File: src/rtl/segment_intersection_point_defines.svh
// Assertion macros for the top-level RTL file.
`ifndef SEGMENT_INTERSECTION_POINT_DEFINES_SVH
`define SEGMENT_INTERSECTION_POINT_DEFINES_SVH

// Same-cycle implication, checked on aclk, off while aresetn is low.
`define SIP_CHK_IMPLY(lbl, ante, cons, msg) \
    lbl: assert property (@(posedge aclk) disable iff (!aresetn) (ante) |-> (cons)) \
        else $error(msg);

// Next-cycle implication, checked on aclk, off while aresetn is low.
`define SIP_CHK_NEXT(lbl, ante, cons, msg) \
    lbl: assert property (@(posedge aclk) disable iff (!aresetn) (ante) |=> (cons)) \
        else $error(msg);

`endif

File: src/rtl/sip_pkg.sv
package sip_pkg;

    localparam int CW    = 24;            // coordinate width
    localparam int DW    = CW + 1;        // coordinate difference
    localparam int MAGW  = CW;            // magnitude of a difference
    localparam int PW    = 2 * DW;        // product of two differences
    localparam int NW    = PW + 1;        // cross product (den, sn, tn)
    localparam int DPW   = NW - 1;        // magnitude of the cross product
    localparam int QW    = MAGW;          // quotient bits, one per divider cell
    localparam int LOW   = DPW / 2;       // low slice of tn in the split multiply
    localparam int HIW   = DPW - LOW;     // high slice of tn
    localparam int MW    = DPW + MAGW;    // dividend width

    localparam int IN_DATA_W  = ((8 * CW + 7) / 8) * 8;
    localparam int OUT_DATA_W = ((2 * CW + 7) / 8) * 8;

    typedef enum logic [1:0] {
        HIT_NONE    = 2'd0,
        HIT_POINT   = 2'd1,
        HIT_OVERLAP = 2'd2
    } hit_kind_t;

    typedef struct packed {
        logic [CW-1:0] ax0;
        logic [CW-1:0] ay0;
        hit_kind_t     par_kind;
        logic [CW-1:0] par_x;
        logic [CW-1:0] par_y;
        logic          neg_x;
        logic          neg_y;
        logic          den_zero;
        logic          in_range;
    } sip_side_t;

    typedef struct packed {
        logic [DPW-1:0] rem_x;
        logic [DPW-1:0] rem_y;
        logic [QW-1:0]  num_x;
        logic [QW-1:0]  num_y;
        logic [QW-1:0]  quo_x;
        logic [QW-1:0]  quo_y;
        logic [DPW-1:0] dp;
        sip_side_t      side;
    } sip_div_t;

endpackage

File: src/rtl/sip_div_cell.sv
module sip_div_cell (
    input  logic              aclk,
    input  logic              aresetn,
    input  logic              vld_in,
    input  sip_pkg::sip_div_t d_in,
    input  logic              adv_in,
    output logic              adv_out,
    output logic              vld_out,
    output sip_pkg::sip_div_t d_out
);
    import sip_pkg::*;

    logic     vld_reg;
    sip_div_t data_reg;
    sip_div_t data_next;

    // One restoring step for x and y: shift in the next dividend bit,
    // subtract the divisor when it fits.
    always_comb begin
        logic [DPW:0] trial_x;
        logic [DPW:0] trial_y;
        logic         ge_x;
        logic         ge_y;
        trial_x   = {d_in.rem_x, d_in.num_x[QW-1]};
        trial_y   = {d_in.rem_y, d_in.num_y[QW-1]};
        ge_x      = trial_x >= {1'b0, d_in.dp};
        ge_y      = trial_y >= {1'b0, d_in.dp};
        data_next = d_in;
        data_next.rem_x = ge_x ? DPW'(trial_x - {1'b0, d_in.dp}) : trial_x[DPW-1:0];
        data_next.rem_y = ge_y ? DPW'(trial_y - {1'b0, d_in.dp}) : trial_y[DPW-1:0];
        data_next.num_x = {d_in.num_x[QW-2:0], 1'b0};
        data_next.num_y = {d_in.num_y[QW-2:0], 1'b0};
        data_next.quo_x = {d_in.quo_x[QW-2:0], ge_x};
        data_next.quo_y = {d_in.quo_y[QW-2:0], ge_y};
    end

    assign adv_out = !vld_reg || adv_in;

    always_ff @(posedge aclk) begin
        if (!aresetn) begin
            vld_reg <= 1'b0;
        end else if (adv_out) begin
            vld_reg <= vld_in;
        end
    end

    always_ff @(posedge aclk) begin
        if (adv_out) begin
            data_reg <= data_next;
        end
    end

    assign vld_out = vld_reg;
    assign d_out   = data_reg;

endmodule

File: config.mk
export PLATFORM = sky130hd
export DESIGN_NAME = sip_div_cell
export DESIGN_NICKNAME = d
export VERILOG_FILES = /design/src/rtl/segment_intersection_point_defines.svh /design/src/rtl/sip_pkg.sv /design/src/rtl/sip_div_cell.sv
export SDC_FILE = /design/constraint.sdc
export NUM_CORES = 1
export LEC_CHECK = 0
export ABC_CLOCK_PERIOD_IN_PS = 21400
export CAP_MARGIN = 15
export CORE_AREA = 3 3 273 275
export DETAILED_ROUTE_END_ITERATION = 6
export DIE_AREA = 0 0 276 278
export DONT_BUFFER_PORTS = 1
export SYNTH_ARGS = -nofsm -noshare
export SYNTH_HDL_FRONTEND = slang
export SYNTH_SLANG_ARGS = --single-unit
File: constraint.sdc
create_clock -name aclk -period 21.4 [get_ports aclk]
set_clock_uncertainty 0.1 [all_clocks]
set_input_delay 1.07 -clock aclk [delete_from_list [all_inputs] [get_ports aclk]]
set_output_delay 1.07 -clock aclk [all_outputs]
set_load 0.05 [all_outputs]
==> impl_metrics.ini, run 1 <==
[sta]
slew_headroom_pct = 27.2
layout_setup_ws_ps = 16400
timing.final.crit_period_ps = 5000
period_share_pct = 23.4
hold_viol_final = 0
worst_pin_slew_ps = 1090
hold_ws_ps = 493
rsz0062_at_grt = false
fmax_ghz = 0.200
drv_slew = 0
finalSetupViolCount = 0
fin_tns_setup_ps = 0

[logic_synthesis]
syn_area_sq_mm = 0.0177
yosys-top-cells-area = edfxtp_1, ha_1, a21oi_1
synth.yosys.warnings = 0
yosys.area.top_type = edfxtp_1
ys_seq_elements = 347
syn_inst = 1459
synth_ff_type = edfxtp_1
synth_most_common_cell = edfxtp_1
syn_avg_cell_area_sq_um = 12.1
synthTopCellsByCount = edfxtp_1, a21oi_1, nand2_1
synth_edf_count = 346
yosysSeqAreaShare_pct = 58.8
ys_types = 65
synth_top_area_share_pct = 58.6
async_flop_share_pct = 0

[floorplanning]
dieWidth_um = 276
die-area_sq_mm = 0.0767
die_y_um = 278
initial_core_util_pct = 24.4
core-area_sq_mm = 0.0726
io_pins = 702
rows = 99

[finish]
drive_above_1_share_pct = 5.92
area_growth_pct = 13.4
fin_util_pct = 27.7
stdcell_area_sq_mm = 0.0201
nets = 1912

[critical_path]
crit_path_max_fanout = 63
endpoint_kind = register
cp_data_arrival_time_ps = 5180
crit_type = input port to register
worst_setup_path_start_kind = input port
cp.required_ps = 21580
rr_worst_depth = 3

[cts]
clock-sinks = 347
cts_made_buffers = 40
clk_pin_slew_ps = 70
ctsHoldBuffers = 0
cts_tree = done
clockBufferDepth = 3
cts_setup_buffers = 0
cts_resized = 0
cts_htree_levels = 2
clkLatencyLatePin_ps = 550
clockRootBuffer = clkbuf_16

[routing]
first_iter_violations = 1057
vias_per_cell = 5.10
wirelength_mm = 77.9
drc_errors = 0
wl_met3_mm = 6.43
dr.pass1.iters = 5
ant_nets = 0
wl_per_cell_um = 31.7
num_vias = 12520
wl_met1_mm = 28.9
dr_wl_met2_mm = 40.8
top_layer_used = met5

[grt]
grt_antenna_before_repair = 19
first_global_vias = 12445
grt_pass1_wl_mm = 105
grt.overflow.total = 0
grt_usage_pct = 19.4
grt_max_degree = 86

[place]
dpl_worst_slack_ps = 16010
hpwl_mm = 64.4
numPortBuffers = 0
place_area_sq_mm = 0.0188
gp_congestion = 0.873

[outcome]
status = finished clean

[power]
p_per_area_mw_per_mm2 = 106
leakagePower_uw = 0.00759
vdd_drop_max_mv = 0.0671

[hold_path]
whs_path_depth = 0
hold_class = input port to register

[run]
cap_violations = 0
-- critical path: stages --
cell and delay, ps:
inv_1 100, ha_1 330, nor2b_1 180, o211a_1 180, o21ai_1 180, a311oi_1 860, a31o_2 320, a21oi_1 200
o21a_1 290, inv_2 160, buf_4 620, nor2_1 120, a21oi_1 540
-- area by class of cell --
| cell class | instances | area (sq um) |
|---|---|---|
| Fill cell | 7504 | 52500 |
| Timing Repair Buffer | 10 | 75.1 |
| Multi-Input combinational cell | 982 | 6780 |
| Inverter | 77 | 289 |
| Clock inverter | 24 | 288 |
| Tap cell | 959 | 1200 |
| Clock buffer | 47 | 1030 |
| Sequential cell | 347 | 10400 |
| Antenna cell | 9 | 22.5 |
-- kinds of logic after synthesis --
logic type / after synthesis / synth area share, %
adder cells (fa/ha/maj): 102 / 7.29
buffers and inverters: 131 / 3.04
XOR/XNOR: 85 / 4.20
flip-flops: 347 / 58.8
multiplexers: 50 / 3.17
other: 1 / 0.0212
AO/OA/AOI/OAI: 394 / 14.2
AND/OR/NAND/NOR: 349 / 9.36
-- power breakdown --
group          total, uW  internal (uW)  switching (uW)
registers           1160            846             316
clock network        696            407             289
logic                272            100             172
total               2130           1350             777
-- per-layer routing --
layer	up-vias	global-route usage, %
met4	8	4.44
met3	87	6.42
met2	607	35.8
met1	6318	21.5
met5	-	0
li1	5500	-
-- worst paths after layout --
kind	slack, ps	endpoint	start
worst min register to register	1150	d_out[4]	vld_out
worst min-delay path	490	d_out[140]	d_in[140]
worst max-delay path	16400	d_out[327]	d_in[103]
worst max register to register	18130	d_out[262]	vld_out
-- sequential cells by signal, summed over array words and instances (netlist names) --
register / count
vld_out: 1
d_out: 346
-- placed cells by master, fill, tap and decap left out, types with 10 or more instances in the layout --
cell	instances
edfxtp_1	346
a21oi_1	132
nand2_1	103
nor2_1	102
ha_1	100
inv_1	76
o21ai_0	71
a21o_1	50
xnor2_1	49
mux2_1	46
clkbuf_16	40
xor2_1	36
nand4_1	31
nand3_1	26
o21bai_1	21
a31oi_1	19
a211oi_1	17
nor3_1	15
nand2b_1	12
nor2b_1	12
o21a_1	12
o211ai_1	12
and3_1	11
buf_4	10
-- per-stage QoR --
stage               total power, uW  cells
floorplan                      1340   1460
global placement               1450   2375
detailed placement             1450   2375
CTS                            2160   2446
global route                   2220   2446
finish                         2130   2455
No activity file was read; power rests on OpenSTA's default activity.
==> run 2: changes to the inputs <==
--- a/config.mk
+++ b/config.mk
@@ -5,7 +5,7 @@
 export SDC_FILE = /design/constraint.sdc
 export NUM_CORES = 1
 export LEC_CHECK = 0
-export ABC_CLOCK_PERIOD_IN_PS = 21400
+export ABC_CLOCK_PERIOD_IN_PS = 4600
 export CAP_MARGIN = 15
 export CORE_AREA = 3 3 273 275
 export DETAILED_ROUTE_END_ITERATION = 6
==> constraint.sdc (replaced) <==
create_clock -name aclk -period 4.6 [get_ports aclk]
set_clock_uncertainty 0.1 [all_clocks]
set_input_delay 0.23 -clock aclk [delete_from_list [all_inputs] [get_ports aclk]]
set_output_delay 0.23 -clock aclk [all_outputs]
set_load 0.05 [all_outputs]
==> impl_metrics.ini, run 2 (same netlist as run 1, synthesis figures left out) <==
[outcome]
status = finished clean

[cts]
cts_tree = done
clkLatencyLatePin_ps = 550
clockRootBuffer = clkbuf_16
cts_htree_levels = 2
clockBufferDepth = 3
cts_made_buffers = 40
clk_pin_slew_ps = 60
clock-sinks = 347
cts_setup_buffers = 0

[routing]
dr.pass1.iters = 6
wl_per_cell_um = 29.3
num_vias = 14029
vias_per_cell = 4.99
wirelength_mm = 82.3
ant_nets = 0
first_iter_violations = 1150
drc_errors = 0

[sta]
fin_tns_setup_ps = 0
slew_headroom_pct = 33.3
timing.final.crit_period_ps = 4130
finalSetupViolCount = 0
hold_viol_final = 0
fmax_ghz = 0.242
rsz0062_at_grt = false
period_share_pct = 89.8
layout_setup_ws_ps = 467
drv_slew = 0
worst_pin_slew_ps = 998

[place]
gp_congestion = 0.847
numPortBuffers = 0
hpwl_mm = 63.6
dpl_worst_slack_ps = 624

[hold_path]
holdPathEnd = d_out[345]
hp-start = d_in[347]
whs_path_depth = 3
hold_class = input port to register

[grt]
grt_usage_pct = 20.4
grt.met3_usage_pct = 5.72
top_usage_layer = met2
grt_antenna_before_repair = 5
first_global_vias = 14102
grt_max_degree = 95
use_met2_pct = 37.0
grt_pass1_wl_mm = 113
met1_usage_pct = 23.5
grt.overflow.total = 0

[power]
vdd_drop_max_mv = 0.349
leakagePower_uw = 0.00916
p_per_area_mw_per_mm2 = 432
pwr-share-clk_pct = 32.0
internal_power_uw = 6540
power_frac_comb_pct = 15.2
p_total_uw = 10300
swShare_pct = 36.2
p_switching_uw = 3710
seq_power_share_pct = 52.8

[finish]
nets = 2275
fill_cells = 7254
drive_above_1_share_pct = 5.83
final_cell_mix = edfxtp_1, dlygate4sd3_1, a21oi_1
area_growth_pct = 34.0
largest_reg_flops = 346

[run]
cap_violations = 0

[floorplanning]
rows = 99
die-area_sq_mm = 0.0767
initial_core_util_pct = 24.4
die_y_um = 278
core-area_sq_mm = 0.0726
dieWidth_um = 276
io_pins = 702

[critical_path]
rr_worst_depth = 4
worst_setup_path_start_kind = input port
reg2reg_to = vld_out
crit_type = input port to register
crit_path_max_fanout = 4
max_stage_delay_ps = 720
endpoint_kind = register
reg2reg_slack_ps = 1990
cp_data_arrival_time_ps = 4330
cp.required_ps = 4800
path_cells = dlygate4sd3_1 > ha_1 > inv_1 > fa_1 > a211oi_1 > o21ai_1 > o211a_1 > o2111ai_1 > a2111oi_1 > buf_4 > or3_1 > a41o_1 > xor2_1 > mux2_1
cp_slowest_cell = dlygate4sd3_1
r2r_start = vld_out
## run 2: cell count changes in the layout (fill, tap and decap cells not counted), sizes merged
| cell | delta |
|---|---|
| clkinv | +1 |
| dlygate4sd3 | +346 |
| buf | +17 |
| inv | +4 |
| clkinvlp | -1 |
| diode | -7 |
| clkbuf | -2 |
## run 2: per-layer routing
metal / vias to the layer above / part of all wire [%]
li1: 6233 / -
met4: 4 / 2.9
met2: 676 / 51
met1: 7025 / 39
met5: - / 0.035
met3: 91 / 7.4
## run 2: power by group through the flow
stage          Clock (uW)  Combinational (uW)  Sequential [uW]
2_1_floorplan           0                 923             5280
3_3_place_gp            0                1250             5510
3_5_place_dp            0                1260             5500
4_1_cts              3370                1550             5450
5_1_grt              3500                1700             5440
6_report             3280                1560             5420
## run 2: critical path: cells and delay by family
family / cells / cell delay (ps)
xor+xnor: 1 / 150
mux: 1 / 310
simple gates: 1 / 440
fa+ha+maj: 2 / 660
buf+inv: 3 / 950
compound gates: 6 / 1590
## run 2: metrics by stage
stage                     cell area (sq um)  util [%]  instances  hold WS (ps)
after detailed placement              18900      26.1       2392           229
after global placement                18900      26.1       2392           229
after global routing                  23700      32.7       2811          31.0
final                                 23700      32.7       2813          45.8
after floorplan                       17700         -       1460           229
after CTS                             23700      32.7       2811          6.24
## run 2: area by class of cell
class	count	area, sq um	share of cell area, %
Clock inverter	28	294	1.24
Multi-Input combinational cell	982	6780	28.6
Antenna cell	2	5.00	0.0211
Sequential cell	347	10400	43.9
Clock buffer	45	1040	4.39
Timing Repair Buffer	373	3720	15.7
Tap cell	959	1200	5.05
Inverter	77	289	1.22
## run 2: worst max-delay path by stage
stage                         start          to  slack, ps  depth (start not counted)
final                     d_in[102]  d_out[290]        470                         14
after global routing      d_in[102]  d_out[290]        290                         14
after CTS                 d_in[102]  d_out[290]        510                         14
after detailed placement  d_in[223]  d_out[290]        620                         14
after global placement    d_in[103]  d_out[293]        640                         11
after floorplan             vld_out     vld_out        880                          2
## run 2: repair_timing
item / in CTS / in global routing
hold buffers: 346 / 0
resized for setup: 0 / 0
endpoints found under the setup margin: 0 / 0
hold endpoints to repair: 345 / 0
==> run 3: changes to the inputs <==
--- a/config.mk
+++ b/config.mk
@@ -7,9 +7,9 @@
 export LEC_CHECK = 0
 export ABC_CLOCK_PERIOD_IN_PS = 4600
 export CAP_MARGIN = 15
-export CORE_AREA = 3 3 273 275
+export CORE_AREA = 3 3 271 273
 export DETAILED_ROUTE_END_ITERATION = 6
-export DIE_AREA = 0 0 276 278
+export DIE_AREA = 0 0 274 276
 export DONT_BUFFER_PORTS = 1
 export SYNTH_ARGS = -nofsm -noshare
 export SYNTH_HDL_FRONTEND = slang
==> impl_metrics.ini, run 3 (same netlist as run 1, synthesis figures left out) <==
[power]
p_per_area_mw_per_mm2 = 430
leakagePower_uw = 0.00914
vdd_drop_max_mv = 0.304
p_total_uw = 10200

[routing]
dr.pass1.iters = 5
ant_nets = 0
wirelength_mm = 84.5
wl_per_cell_um = 30.1
num_vias = 14086
vias_per_cell = 5.02
drc_errors = 0
first_iter_violations = 1282

[floorplanning]
io_pins = 702
core-area_sq_mm = 0.0714
die-area_sq_mm = 0.0756
rows = 98
die_y_um = 276
initial_core_util_pct = 24.8
dieWidth_um = 274

[cts]
cts_resized = 0
cts_htree_levels = 2
ctsHoldBuffers = 347
clockRootBuffer = clkbuf_16
clock-sinks = 347
cts_made_buffers = 41
cts_tree = done
clockBufferDepth = 3
clk_pin_slew_ps = 60
clkLatencyLatePin_ps = 550
cts_setup_buffers = 0

[outcome]
status = finished clean

[finish]
final_common_cell = dlygate4sd3_1
fin_util_pct = 33.3
fin_cells = 2808
nets = 2278
area_growth_pct = 33.9
fill_cells = 7122
largest_reg_flops = 346
regArea_sq_mm = 0.0104
multi_input_comb_area_sq_mm = 0.00678
drive_above_1_share_pct = 5.78
final_cell_mix = dlygate4sd3_1, edfxtp_1, a21oi_1

[sta]
timing.final.crit_period_ps = 4180
fin_tns_setup_ps = 0
rsz0062_at_grt = false
period_share_pct = 90.9
fmax_ghz = 0.239
worst_pin_slew_ps = 965
drv_slew = 0
hold_viol_final = 0
slew_headroom_pct = 35.5
hold_ws_ps = 104
finalSetupViolCount = 0

[grt]
grt_antenna_before_repair = 11
met1_usage_pct = 24.7
grt_pass1_wl_mm = 114
grt_max_degree = 63
grt_usage_pct = 21.2
grt.met3_usage_pct = 5.47
grt.overflow.total = 0
top_usage_layer = met2
use_met2_pct = 37.9
first_global_vias = 14244

[critical_path]
worst_setup_path_start_kind = input port
cp_slowest_cell = dlygate4sd3_1
endpoint_kind = register
cp.required_ps = 4820
path_cells = dlygate4sd3_1 > ha_1 > inv_1 > fa_1 > a211oi_1 > o21ai_1 > o211a_1 > o2111ai_1 > a2111oi_1 > buf_4 > or3_1 > a41o_1 > xor2_1 > mux2_1
crit_type = input port to register
max_stage_delay_ps = 740
cp_data_arrival_time_ps = 4400
reg2reg_slack_ps = 2090
crit_path_max_fanout = 4

[run]
cap_violations = 0

[hold_path]
hold_class = input port to register

[place]
dp.cells = 2384
gp_congestion = 0.865
hpwl_mm = 65.0
numPortBuffers = 0
==> run 3: changes by cell type in the layout (fill, tap and decap cells not counted), moves of 2 or more <==
cell / delta
bufinv_16: -2
buf_4: -2
clkinvlp_4: +3
diode_2: +4
buf_12: +3
==> run 3: report_power, final <==
part	total [uW]	internal [uW]	switching, uW	leakage, uW
Clock	3200	1810	1390	0.000610
Combinational	1570	690	884	0.00495
Sequential	5420	3930	1480	0.00359
==> run 3: layout make-up <==
type                    count  share of cell area (%)
diodes                      6                  0.0633
clock buffers              46                    4.40
clock inverters            25                   0.960
inverters                  77                    1.22
multi-input cells         982                    28.6
flip-flops and latches    347                    43.9
well taps                 950                    5.01
repair buffers            375                    15.9
==> run 3: worst max-delay path: cells and delay by family <==
kind                     cells  cell delay, ps
AO/OA/AOI/OAI                6            1660
buffers and inverters        3             970
adder cells (fa/ha/maj)      2             660
AND/OR/NAND/NOR              1             450
multiplexers                 1             290
XOR/XNOR                     1             130
==> run 3: stage by stage <==
| step | area (sq um) | setup slack [ps] |
|---|---|---|
| 6_report | 23700 | 417 |
| 5_1_grt | 23700 | 291 |
| 4_1_cts | 23700 | 499 |
| 3_5_place_dp | 19000 | 576 |
| 3_3_place_gp | 19000 | 594 |
| 2_1_floorplan | 17700 | 884 |
==> run 3: worst paths after layout <==
path                  start          to  cells past startpoint
setup / recovery  d_in[102]  d_out[290]                     14
hold / removal    d_in[264]  d_out[265]                      3
setup reg to reg    vld_out     vld_out                      3
hold reg to reg     vld_out    d_out[4]                      1
==> run 3: per-layer routing <==
metal  share of wire, %  vias to the layer above
li1                   -                     6226
met1                 38                     7050
met2                 50                      708
met3                8.0                      100
met4                3.5                        2
met5              0.013                        -
